$ cat config.mk
export PLATFORM = sky130hd
export DESIGN_NAME = generational_handle_allocator
export DESIGN_NICKNAME = d
export VERILOG_FILES = /design/src/rtl/gha_pkg.sv /design/src/rtl/gha_ram.sv /design/src/rtl/gha_free_finder.sv /design/src/rtl/generational_handle_allocator.sv
export SDC_FILE = /design/constraint.sdc
export NUM_CORES = 2
export LEC_CHECK = 0
export BUFFER_PORTS_ARGS = -buffer_cell sky130_fd_sc_hd__buf_4
export CORE_ASPECT_RATIO = 0.9
export CORE_MARGIN = 1.5
export CORE_UTILIZATION = 55
export CTS_CLUSTER_DIAMETER = 40
export CTS_CLUSTER_SIZE = 24
export DETAILED_ROUTE_END_ITERATION = 10
export PLACE_DENSITY = 0.72
export SKIP_LAST_GASP = 1
export SLEW_MARGIN = 10
export SYNTH_ARGS = -nofsm -noshare
export SYNTH_HDL_FRONTEND = slang
export SYNTH_SLANG_ARGS = --single-unit
$ cat constraint.sdc
create_clock -name clk -period 12.81 [get_ports clk]
set_input_delay 0.6405 -clock clk [delete_from_list [all_inputs] [get_ports clk]]
set_output_delay 0.6405 -clock clk [all_outputs]
set_load 0.005 [all_outputs]
$ cat src/rtl/gha_pkg.sv
// ----------------------------------------------------------------------------
// gha_pkg
// Types and constants shared by the generational handle allocator modules.
// ----------------------------------------------------------------------------
package gha_pkg;

  // Pool geometry. These follow the fixed field widths of the transactions.
  localparam int SLOTS      = 64;
  localparam int GEN_BITS   = 16;
  localparam int MASK_BITS  = 16;
  localparam int IDX_BITS   = $clog2(SLOTS);
  localparam int COUNT_BITS = $clog2(SLOTS + 1);

  // Bit 0 of a stored mask marks the slot as alive.
  localparam logic [MASK_BITS-1:0] ALIVE_MASK = MASK_BITS'(1);

  typedef enum logic {
    ACTION_ALLOC   = 1'b0,
    ACTION_RELEASE = 1'b1
  } action_t;

  typedef enum logic [1:0] {
    STATUS_OK       = 2'd0,
    STATUS_FULL     = 2'd1,
    STATUS_NOT_LIVE = 2'd2
  } status_t;

  typedef struct packed {
    action_t               action;
    logic [IDX_BITS-1:0]   slot_index;
    logic [MASK_BITS-1:0]  type_mask;
  } req_t;

  typedef struct packed {
    status_t                status;
    logic [IDX_BITS-1:0]    handle_index;
    logic [GEN_BITS-1:0]    handle_generation;
    logic [MASK_BITS-1:0]   stored_mask;
    logic [COUNT_BITS-1:0]  live_count;
  } rsp_t;

  // One slot entry as held in the slot memory.
  typedef struct packed {
    logic [GEN_BITS-1:0]  gen;
    logic [MASK_BITS-1:0] mask;
  } entry_t;

  // Lowest free slot as found by the free finder.
  typedef struct packed {
    logic                none;
    logic [IDX_BITS-1:0] idx;
  } free_t;

endpackage

$ cat src/rtl/gha_ram.sv
// ----------------------------------------------------------------------------
// gha_ram
// Generic single-write, single-read synchronous RAM with a registered read.
// ----------------------------------------------------------------------------
module gha_ram #(
  parameter int WIDTH = 32,
  parameter int DEPTH = 64
) (
  input  logic                     clk,
  input  logic                     we,
  input  logic [$clog2(DEPTH)-1:0] waddr,
  input  logic [WIDTH-1:0]         wdata,
  input  logic [$clog2(DEPTH)-1:0] raddr,
  output logic [WIDTH-1:0]         rdata
);

  logic [WIDTH-1:0] mem [DEPTH];

  // Write port.
  always_ff @(posedge clk) begin
    if (we) begin
      mem[waddr] <= wdata;
    end
  end

  // Read port, registered.
  always_ff @(posedge clk) begin
    rdata <= mem[raddr];
  end

endmodule

$ cat src/rtl/gha_free_finder.sv
// ----------------------------------------------------------------------------
// gha_free_finder
// Finds the lowest-numbered free slot in the live map, in two levels of
// eight-way priority encoding.
// ----------------------------------------------------------------------------
module gha_free_finder (
  input  logic [gha_pkg::SLOTS-1:0] live,
  output gha_pkg::free_t            free
);

  localparam int GROUP     = 8;
  localparam int LOW_BITS  = $clog2(GROUP);
  localparam int NGROUPS   = gha_pkg::SLOTS / GROUP;
  localparam int GRP_BITS  = gha_pkg::IDX_BITS - LOW_BITS;

  logic [NGROUPS-1:0]  grp_any;
  logic [LOW_BITS-1:0] grp_low [NGROUPS];
  logic                any;
  logic [GRP_BITS-1:0] grp_sel;

  // Lowest free bit inside each group of eight.
  always_comb begin
    for (int g = 0; g < NGROUPS; g++) begin
      grp_any[g] = 1'b0;
      grp_low[g] = '0;
      for (int b = GROUP - 1; b >= 0; b--) begin
        if (!live[g*GROUP + b]) begin
          grp_any[g] = 1'b1;
          grp_low[g] = LOW_BITS'(b);
        end
      end
    end
  end

  // Lowest group that holds a free slot.
  always_comb begin
    any     = 1'b0;
    grp_sel = '0;
    for (int g = NGROUPS - 1; g >= 0; g--) begin
      if (grp_any[g]) begin
        any     = 1'b1;
        grp_sel = GRP_BITS'(g);
      end
    end
  end

  assign free.none = !any;
  assign free.idx  = {grp_sel, grp_low[grp_sel]};

endmodule

$ cat src/rtl/generational_handle_allocator.sv
// ----------------------------------------------------------------------------
// generational_handle_allocator
// Hands out slot handles from a fixed pool and takes them back, keeping a
// generation count for every slot.
// ----------------------------------------------------------------------------
// Usage:
//   The req channel carries one command per transaction: an allocate, which
//   claims the lowest free slot and stores the type mask with the alive bit
//   set, or a release, which frees a live slot and bumps its generation.
//   The rsp channel returns exactly one result per command, in order.
//   A command is accepted when req_valid is high and req_stall is low; a
//   result is taken when rsp_valid is high and rsp_stall is low.
//   From acceptance, the command passes through the busy state and then
//   the output register, which raises rsp_valid when the output is free.
//   No new command is taken while one is busy: the slot memory is read
//   first, then written back with the live map updated, from which the
//   next free slot is encoded for the following command.
//   A stalled result waits in the output register; one further command may
//   still be taken, its result parking in a holding stage, after which
//   req_stall stays high until the output drains.
//   Synchronous reset frees every slot, zeroes all generations through
//   per-slot valid bits and clears the live count; no clearing pass is run.
// ----------------------------------------------------------------------------
module generational_handle_allocator (
  input  logic          clk,
  input  logic          rst,
  input  logic          req_valid,
  output logic          req_stall,
  input  gha_pkg::req_t req,
  output logic          rsp_valid,
  input  logic          rsp_stall,
  output gha_pkg::rsp_t rsp
);

  localparam int IDX_BITS   = gha_pkg::IDX_BITS;
  localparam int COUNT_BITS = gha_pkg::COUNT_BITS;

  // Control state.
  logic                      busy;
  logic                      pend_valid;
  logic [gha_pkg::SLOTS-1:0] live_map;
  logic [gha_pkg::SLOTS-1:0] live_map_next;
  logic [gha_pkg::SLOTS-1:0] gen_valid;
  logic [COUNT_BITS-1:0]     live_total;
  logic [COUNT_BITS-1:0]     live_total_next;
  gha_pkg::free_t            free_q;
  gha_pkg::free_t            free_next;

  // Command captured at acceptance.
  gha_pkg::action_t              act_q;
  logic [IDX_BITS-1:0]           idx_q;
  logic [gha_pkg::MASK_BITS-1:0] tmask_q;
  logic                          full_q;

  // Memory and result signals.
  logic                  req_accept;
  logic                  rsp_take;
  logic [IDX_BITS-1:0]   raddr;
  gha_pkg::entry_t       rd_entry;
  gha_pkg::entry_t       wr_entry;
  logic                  wr_en;
  logic [gha_pkg::GEN_BITS-1:0]  gen_cur;
  logic [gha_pkg::MASK_BITS-1:0] mask_new;
  gha_pkg::rsp_t         result;
  gha_pkg::rsp_t         pend;

  assign req_accept = req_valid && !req_stall;
  assign rsp_take   = rsp_valid && !rsp_stall;
  assign req_stall  = busy || pend_valid;

  // The slot to read: the encoded free slot for an allocate, else the named one.
  assign raddr = (req.action == gha_pkg::ACTION_ALLOC) ? free_q.idx : req.slot_index;

  gha_ram #(
    .WIDTH ($bits(gha_pkg::entry_t)),
    .DEPTH (gha_pkg::SLOTS)
  ) u_slot_ram (
    .clk   (clk),
    .we    (wr_en),
    .waddr (idx_q),
    .wdata (wr_entry),
    .raddr (raddr),
    .rdata (rd_entry)
  );

  // Generation of a slot that was never written reads as zero.
  assign gen_cur  = gen_valid[idx_q] ? rd_entry.gen : '0;
  assign mask_new = tmask_q | gha_pkg::ALIVE_MASK;

  // While busy with a command: modify the entry and form the result.
  always_comb begin
    live_map_next   = live_map;
    live_total_next = live_total;
    wr_en           = 1'b0;
    wr_entry        = rd_entry;
    result.status            = gha_pkg::STATUS_OK;
    result.handle_index      = '0;
    result.handle_generation = '0;
    result.stored_mask       = '0;
    if (busy) begin
      unique case (act_q)
        gha_pkg::ACTION_ALLOC: begin
          if (full_q) begin
            result.status = gha_pkg::STATUS_FULL;
          end else begin
            live_map_next[idx_q]     = 1'b1;
            live_total_next          = live_total + 1'b1;
            wr_en                    = 1'b1;
            wr_entry.gen             = gen_cur;
            wr_entry.mask            = mask_new;
            result.handle_index      = idx_q;
            result.handle_generation = gen_cur;
            result.stored_mask       = mask_new;
          end
        end
        gha_pkg::ACTION_RELEASE: begin
          if (!live_map[idx_q]) begin
            result.status = gha_pkg::STATUS_NOT_LIVE;
          end else begin
            live_map_next[idx_q]     = 1'b0;
            live_total_next          = live_total - 1'b1;
            wr_en                    = 1'b1;
            wr_entry.gen             = gen_cur + 1'b1;
            wr_entry.mask            = rd_entry.mask;
            result.handle_index      = idx_q;
            result.handle_generation = gen_cur + 1'b1;
            result.stored_mask       = rd_entry.mask;
          end
        end
        default: begin
          result.status = gha_pkg::STATUS_OK;
        end
      endcase
    end
    result.live_count = live_total_next;
  end

  // Next free slot, encoded from the updated live map.
  gha_free_finder u_free_finder (
    .live (live_map_next),
    .free (free_next)
  );

  // Sequencing, live map and generation valid bits.
  always_ff @(posedge clk) begin
    if (rst) begin
      busy       <= 1'b0;
      live_map   <= '0;
      gen_valid  <= '0;
      live_total <= '0;
      free_q     <= '0;
    end else begin
      busy       <= req_accept;
      live_map   <= live_map_next;
      live_total <= live_total_next;
      free_q     <= free_next;
      if (wr_en) begin
        gen_valid[idx_q] <= 1'b1;
      end
    end
  end

  // Capture of the accepted command.
  always_ff @(posedge clk) begin
    if (req_accept) begin
      act_q   <= req.action;
      idx_q   <= raddr;
      tmask_q <= req.type_mask;
      full_q  <= free_q.none;
    end
  end

  // Output register and holding stage: control.
  always_ff @(posedge clk) begin
    if (rst) begin
      rsp_valid  <= 1'b0;
      pend_valid <= 1'b0;
    end else if (busy) begin
      if (!rsp_valid || rsp_take) begin
        rsp_valid <= 1'b1;
      end else begin
        pend_valid <= 1'b1;
      end
    end else if (pend_valid && rsp_take) begin
      pend_valid <= 1'b0;
    end else if (rsp_take) begin
      rsp_valid <= 1'b0;
    end
  end

  // Output register and holding stage: payload.
  always_ff @(posedge clk) begin
    if (busy) begin
      if (!rsp_valid || rsp_take) begin
        rsp <= result;
      end else begin
        pend <= result;
      end
    end else if (pend_valid && rsp_take) begin
      rsp <= pend;
    end
  end

`ifndef NO_ASSERTIONS
  // The live count always matches the number of live slots.
  a_count_matches_map: assert property (@(posedge clk) disable iff (rst)
    live_total == COUNT_BITS'($countones(live_map)))
    else $error("live count differs from live map population");

  // The encoded free slot is really free whenever the pool is not full.
  a_free_is_free: assert property (@(posedge clk) disable iff (rst)
    !busy && !free_q.none |-> !live_map[free_q.idx])
    else $error("encoded free slot is live");

  // The pool reads as full only when every slot is live.
  a_full_means_all_live: assert property (@(posedge clk) disable iff (rst)
    !busy && free_q.none |-> live_total == COUNT_BITS'(gha_pkg::SLOTS))
    else $error("pool full with free slots left");

  // A held result only exists behind a waiting output.
  a_pend_behind_output: assert property (@(posedge clk) disable iff (rst)
    pend_valid |-> rsp_valid)
    else $error("holding stage filled while output is empty");
`endif

endmodule

==> flow_metrics.py <==
metrics = {
    "power": {
        "leakage_uw": 0.0360,
        "switching_share_pct": 24.5,
        "powerDensity_mw_per_mm2": 157,
        "p_comb_share_pct": 7.0,
        "switching_power_uw": 4090,
        "p_clk_share_pct": 40.9,
        "p_int_uw": 12600,
        "vdd_drop_max_uv": 164,
        "seqPwrFrac_pct": 52.1,
    },
    "drt": {
        "routed-wl-met2_mm": 123,
        "antenna_left": 0,
        "dr_wl_met3_mm": 32.5,
        "highest_layer": "met4",
        "dr.pass1.iters": 8,
        "vias": 64700,
        "wl_met1_mm": 104,
        "wl_per_cell_um": 26.6,
        "viasPerCell": 6.37,
        "drc": 0,
        "drt-initial-drc-count": 9671,
        "routed_wl_mm": 270,
    },
    "floorplanning": {
        "pin_count": 76,
        "chipWidth_um": 441,
        "start_util_pct": 55.4,
        "die_area_mm2": 0.175,
        "row_count": 144,
        "core_mm2": 0.171,
        "die_y_um": 397,
    },
    "timing": {
        "tns_ps": 0,
        "slew_violations": 0,
        "relSlewSlack_pct": 4.75,
        "worst_pin_slew_ps": 1420,
        "period_share_pct": 53.1,
        "fmax_mhz": 147,
        "finalCriticalPeriod_ps": 6800,
        "finalSetupViolCount": 0,
        "hold_viol": 0,
        "whs_ps": 68.7,
        "skew_ps": 36.2,
        "rsz0062_at_grt": "no",
    },
    "worst_setup_path": {
        "cp-start-kind": "flip-flop",
        "worstPathArrival_ps": 7270,
        "cpMostUsedCell": "and3_1",
        "cp_top_family": "simple AND/OR/NAND/NOR gates",
        "worstPathCellList": "nor2b_1 > and2_1 > a22oi_1 > a31oi_1 > nor3_1 > o2111ai_1 > nor2_1 > buf_4 > nor2b_1 > ha_1 > and3_1 > and3_1 > and3_1 > and3_1 > and3_1 > nand3_1 > nand2_1 > nand3_1 > o21ai_0 > nor2_1 > nand2_1 > nand2_2",
        "cp.required_ps": 13290,
        "path_buf_inv": 1,
        "critical_path.max_fanout": 64,
        "cp_slowest_cell": "edfxtp_1",
        "critPathMaxStageDelay_ps": 1080,
        "criticalPathCategory": "reg2reg",
        "critPathCaptureType": "flip-flop",
    },
    "run_status": {
        "outcome": "completed",
    },
    "placed_design": {
        "gp_congestion": 0.929,
        "dpl.hpwl_mm": 138,
        "io_buffers": 74,
    },
    "logic_synthesis": {
        "synth_top_family_by_area": "simple AND/OR/NAND/NOR gates",
        "synthXorXnorAreaFrac_pct": 0.0646,
        "synth_top_cells_by_count": "nand2_1 (2,233), edfxtp_1 (2,165), nand3_1 (1,046)",
        "ys_types": 85,
        "synthesis.area_mm2": 0.0949,
        "ys_warn_count": 0,
        "synth_compound_area_share_pct": 6.46,
        "yosys.area_share.adder_pct": 0.0396,
        "synth_edf_count": 2165,
        "ys_ff_latch": 2342,
        "syn_inst": 7778,
        "ys_async_sr_fraction_pct": 0,
        "synth_top_area_share_pct": 68.5,
        "muxShareOfSynthArea_pct": 0.956,
        "yosysMostFrequentCell": "nand2_1",
        "syn_avg_cell_area_um2": 12.2,
        "synth_seq_area_share_pct": 72.3,
        "yosys_most_used_dff": "edfxtp_1",
        "synthTopCellsByArea": "edfxtp_1 (69%), nand2_1 (8.8%), nand3_1 (5.5%)",
        "syn_nets": 7808,
        "synthSimpleGateAreaFrac_pct": 17.8,
        "synth_area_leader_cell": "edfxtp_1",
    },
    "clock_network": {
        "cts_resized": 0,
        "clockBufferDepth": 3,
        "clk_pin_slew_ps": 70,
        "postCtsSetupRepairBufs": 0,
        "numCtsBuffers": 218,
        "root_buffer": "clkbuf_16",
        "holdBufCountCts": 15,
        "htree_levels": 4,
        "clkSinkCount": 2342,
        "cts_tree": "yes",
        "clk_latency_ps": 880,
    },
    "worst_hold_path": {
        "hold_class": "in2reg",
    },
    "layout": {
        "final_nets": 7726,
        "fill_cells": 12600,
        "synthToLayoutAreaGrowth_pct": 11.7,
        "drive_gt1_share_pct": 10.2,
    },
    "grt": {
        "grt_antenna_before_repair": 7,
        "grt_max_degree": 183,
        "grt_pass1_wl_mm": 392,
        "grt_pass1_vias": 61100,
        "grtUsageTotal_pct": 30.3,
        "gr-total-overflow": 0,
    },
    "run": {
        "max_cap_viol_count": 0,
    },
}
[cell type report]
type / count / area (um^2) / area share, %
flip-flops and latches: 2342 / 68600 / 64.7
multi-input cells: 4848 / 24700 / 23.3
clock buffers: 240 / 5670 / 5.35
well taps: 2263 / 2830 / 2.67
repair buffers: 249 / 2070 / 1.95
clock inverters: 174 / 2030 / 1.91
inverters: 37 / 159 / 0.150
diodes: 1 / 2.50 / 0.00236
[kinds of logic after synthesis]
group,count (synthesis)
AO/OA/AOI/OAI,827
XOR/XNOR,7
adder cells (fa/ha/maj),3
AND/OR/NAND/NOR,3935
flip-flops,2342
buffers and inverters,588
multiplexers,76
[state kept, by name, summed over array words and instances, names as in the netlist, 6 cells and up]
| name | flops |
|---|---|
| u_slot_ram.rdata | 32 |
| gen_valid | 64 |
| free_q | 7 |
| rsp | 47 |
| u_slot_ram.mem | 2048 |
| live_total | 7 |
| live_map | 64 |
| pend | 47 |
| idx_q | 6 |
| tmask_q | 15 |
[worst paths after layout]
path	cells after the start	start	end	slack [ps]
worst max-delay path	22	idx_q[1]	u_slot_ram.mem[57][30]	6010
worst min-delay path	3	req_valid	busy	70
worst max register to register	22	idx_q[1]	u_slot_ram.mem[57][30]	6010
worst min register to register	0	free_q[6]	full_q	410
[power by group through the flow]
stage / combinational (uW) / clock (uW) / sequential, uW
finish: 1160 / 6820 / 8690
global route: 1240 / 7160 / 8690
CTS: 1130 / 6860 / 8690
detailed placement: 1120 / 0 / 8860
global placement: 1090 / 0 / 8860
floorplan: 674 / 0 / 8840
[per-layer routing]
metal | GRT usage, % | vias to the layer above
li1 | - | 28400
met1 | 42.9 | 31700
met2 | 46.2 | 4048
met3 | 6.66 | 584
met4 | 11.9 | 0
met5 | 0 | -
[cells in the final DEF (no fill, tap or decap), types with 31 or more instances in the layout]
cell type  netlist  routed
a21oi_1        163     161
a22oi_1         34      34
a311oi_1       353     353
a31oi_1         57      57
and3_1         146     143
buf_4            4     221
clkbuf_16        0     222
dfxtp_1        177     176
edfxtp_1      2165    2165
inv_1           35      34
inv_6            0      31
mux2i_1         40      34
nand2_1       2233    2200
nand3_1       1046    1046
nor2_1         315     284
nor2b_1         33      33
nor3_1          78      48
nor3_2           1      31
o21ai_0         72      72
[through the flow]
step / util (%) / instances / instance area, um^2 / setup WS (ps) / power (uW)
after global placement: 57.3 / 9724 / 98100 / 6570 / 9940
final: 61.9 / 10200 / 106000 / 6010 / 16700
after global routing: 61.9 / 10200 / 106000 / 5850 / 17100
after floorplan: - / 7778 / 94900 / 7320 / 9510
after CTS: 61.9 / 10200 / 106000 / 6360 / 16700
after detailed placement: 57.3 / 9724 / 98100 / 6410 / 9980
[worst register-to-register path, cell delays in order, from the launching register on]
cell and delay [ps]:
edfxtp_1 1080, nor2b_1 300, and2_1 500, a22oi_1 290, a31oi_1 120, nor3_1 390
o2111ai_1 300, nor2_1 210, buf_4 260, nor2b_1 110, ha_1 240, and3_1 210
and3_1 210, and3_1 210, and3_1 210, and3_1 220, nand3_1 120, nand2_1 60
nand3_1 90, o21ai_0 100, nor2_1 140, nand2_1 100, nand2_2 890
No activity file was read; power rests on OpenSTA's default activity.
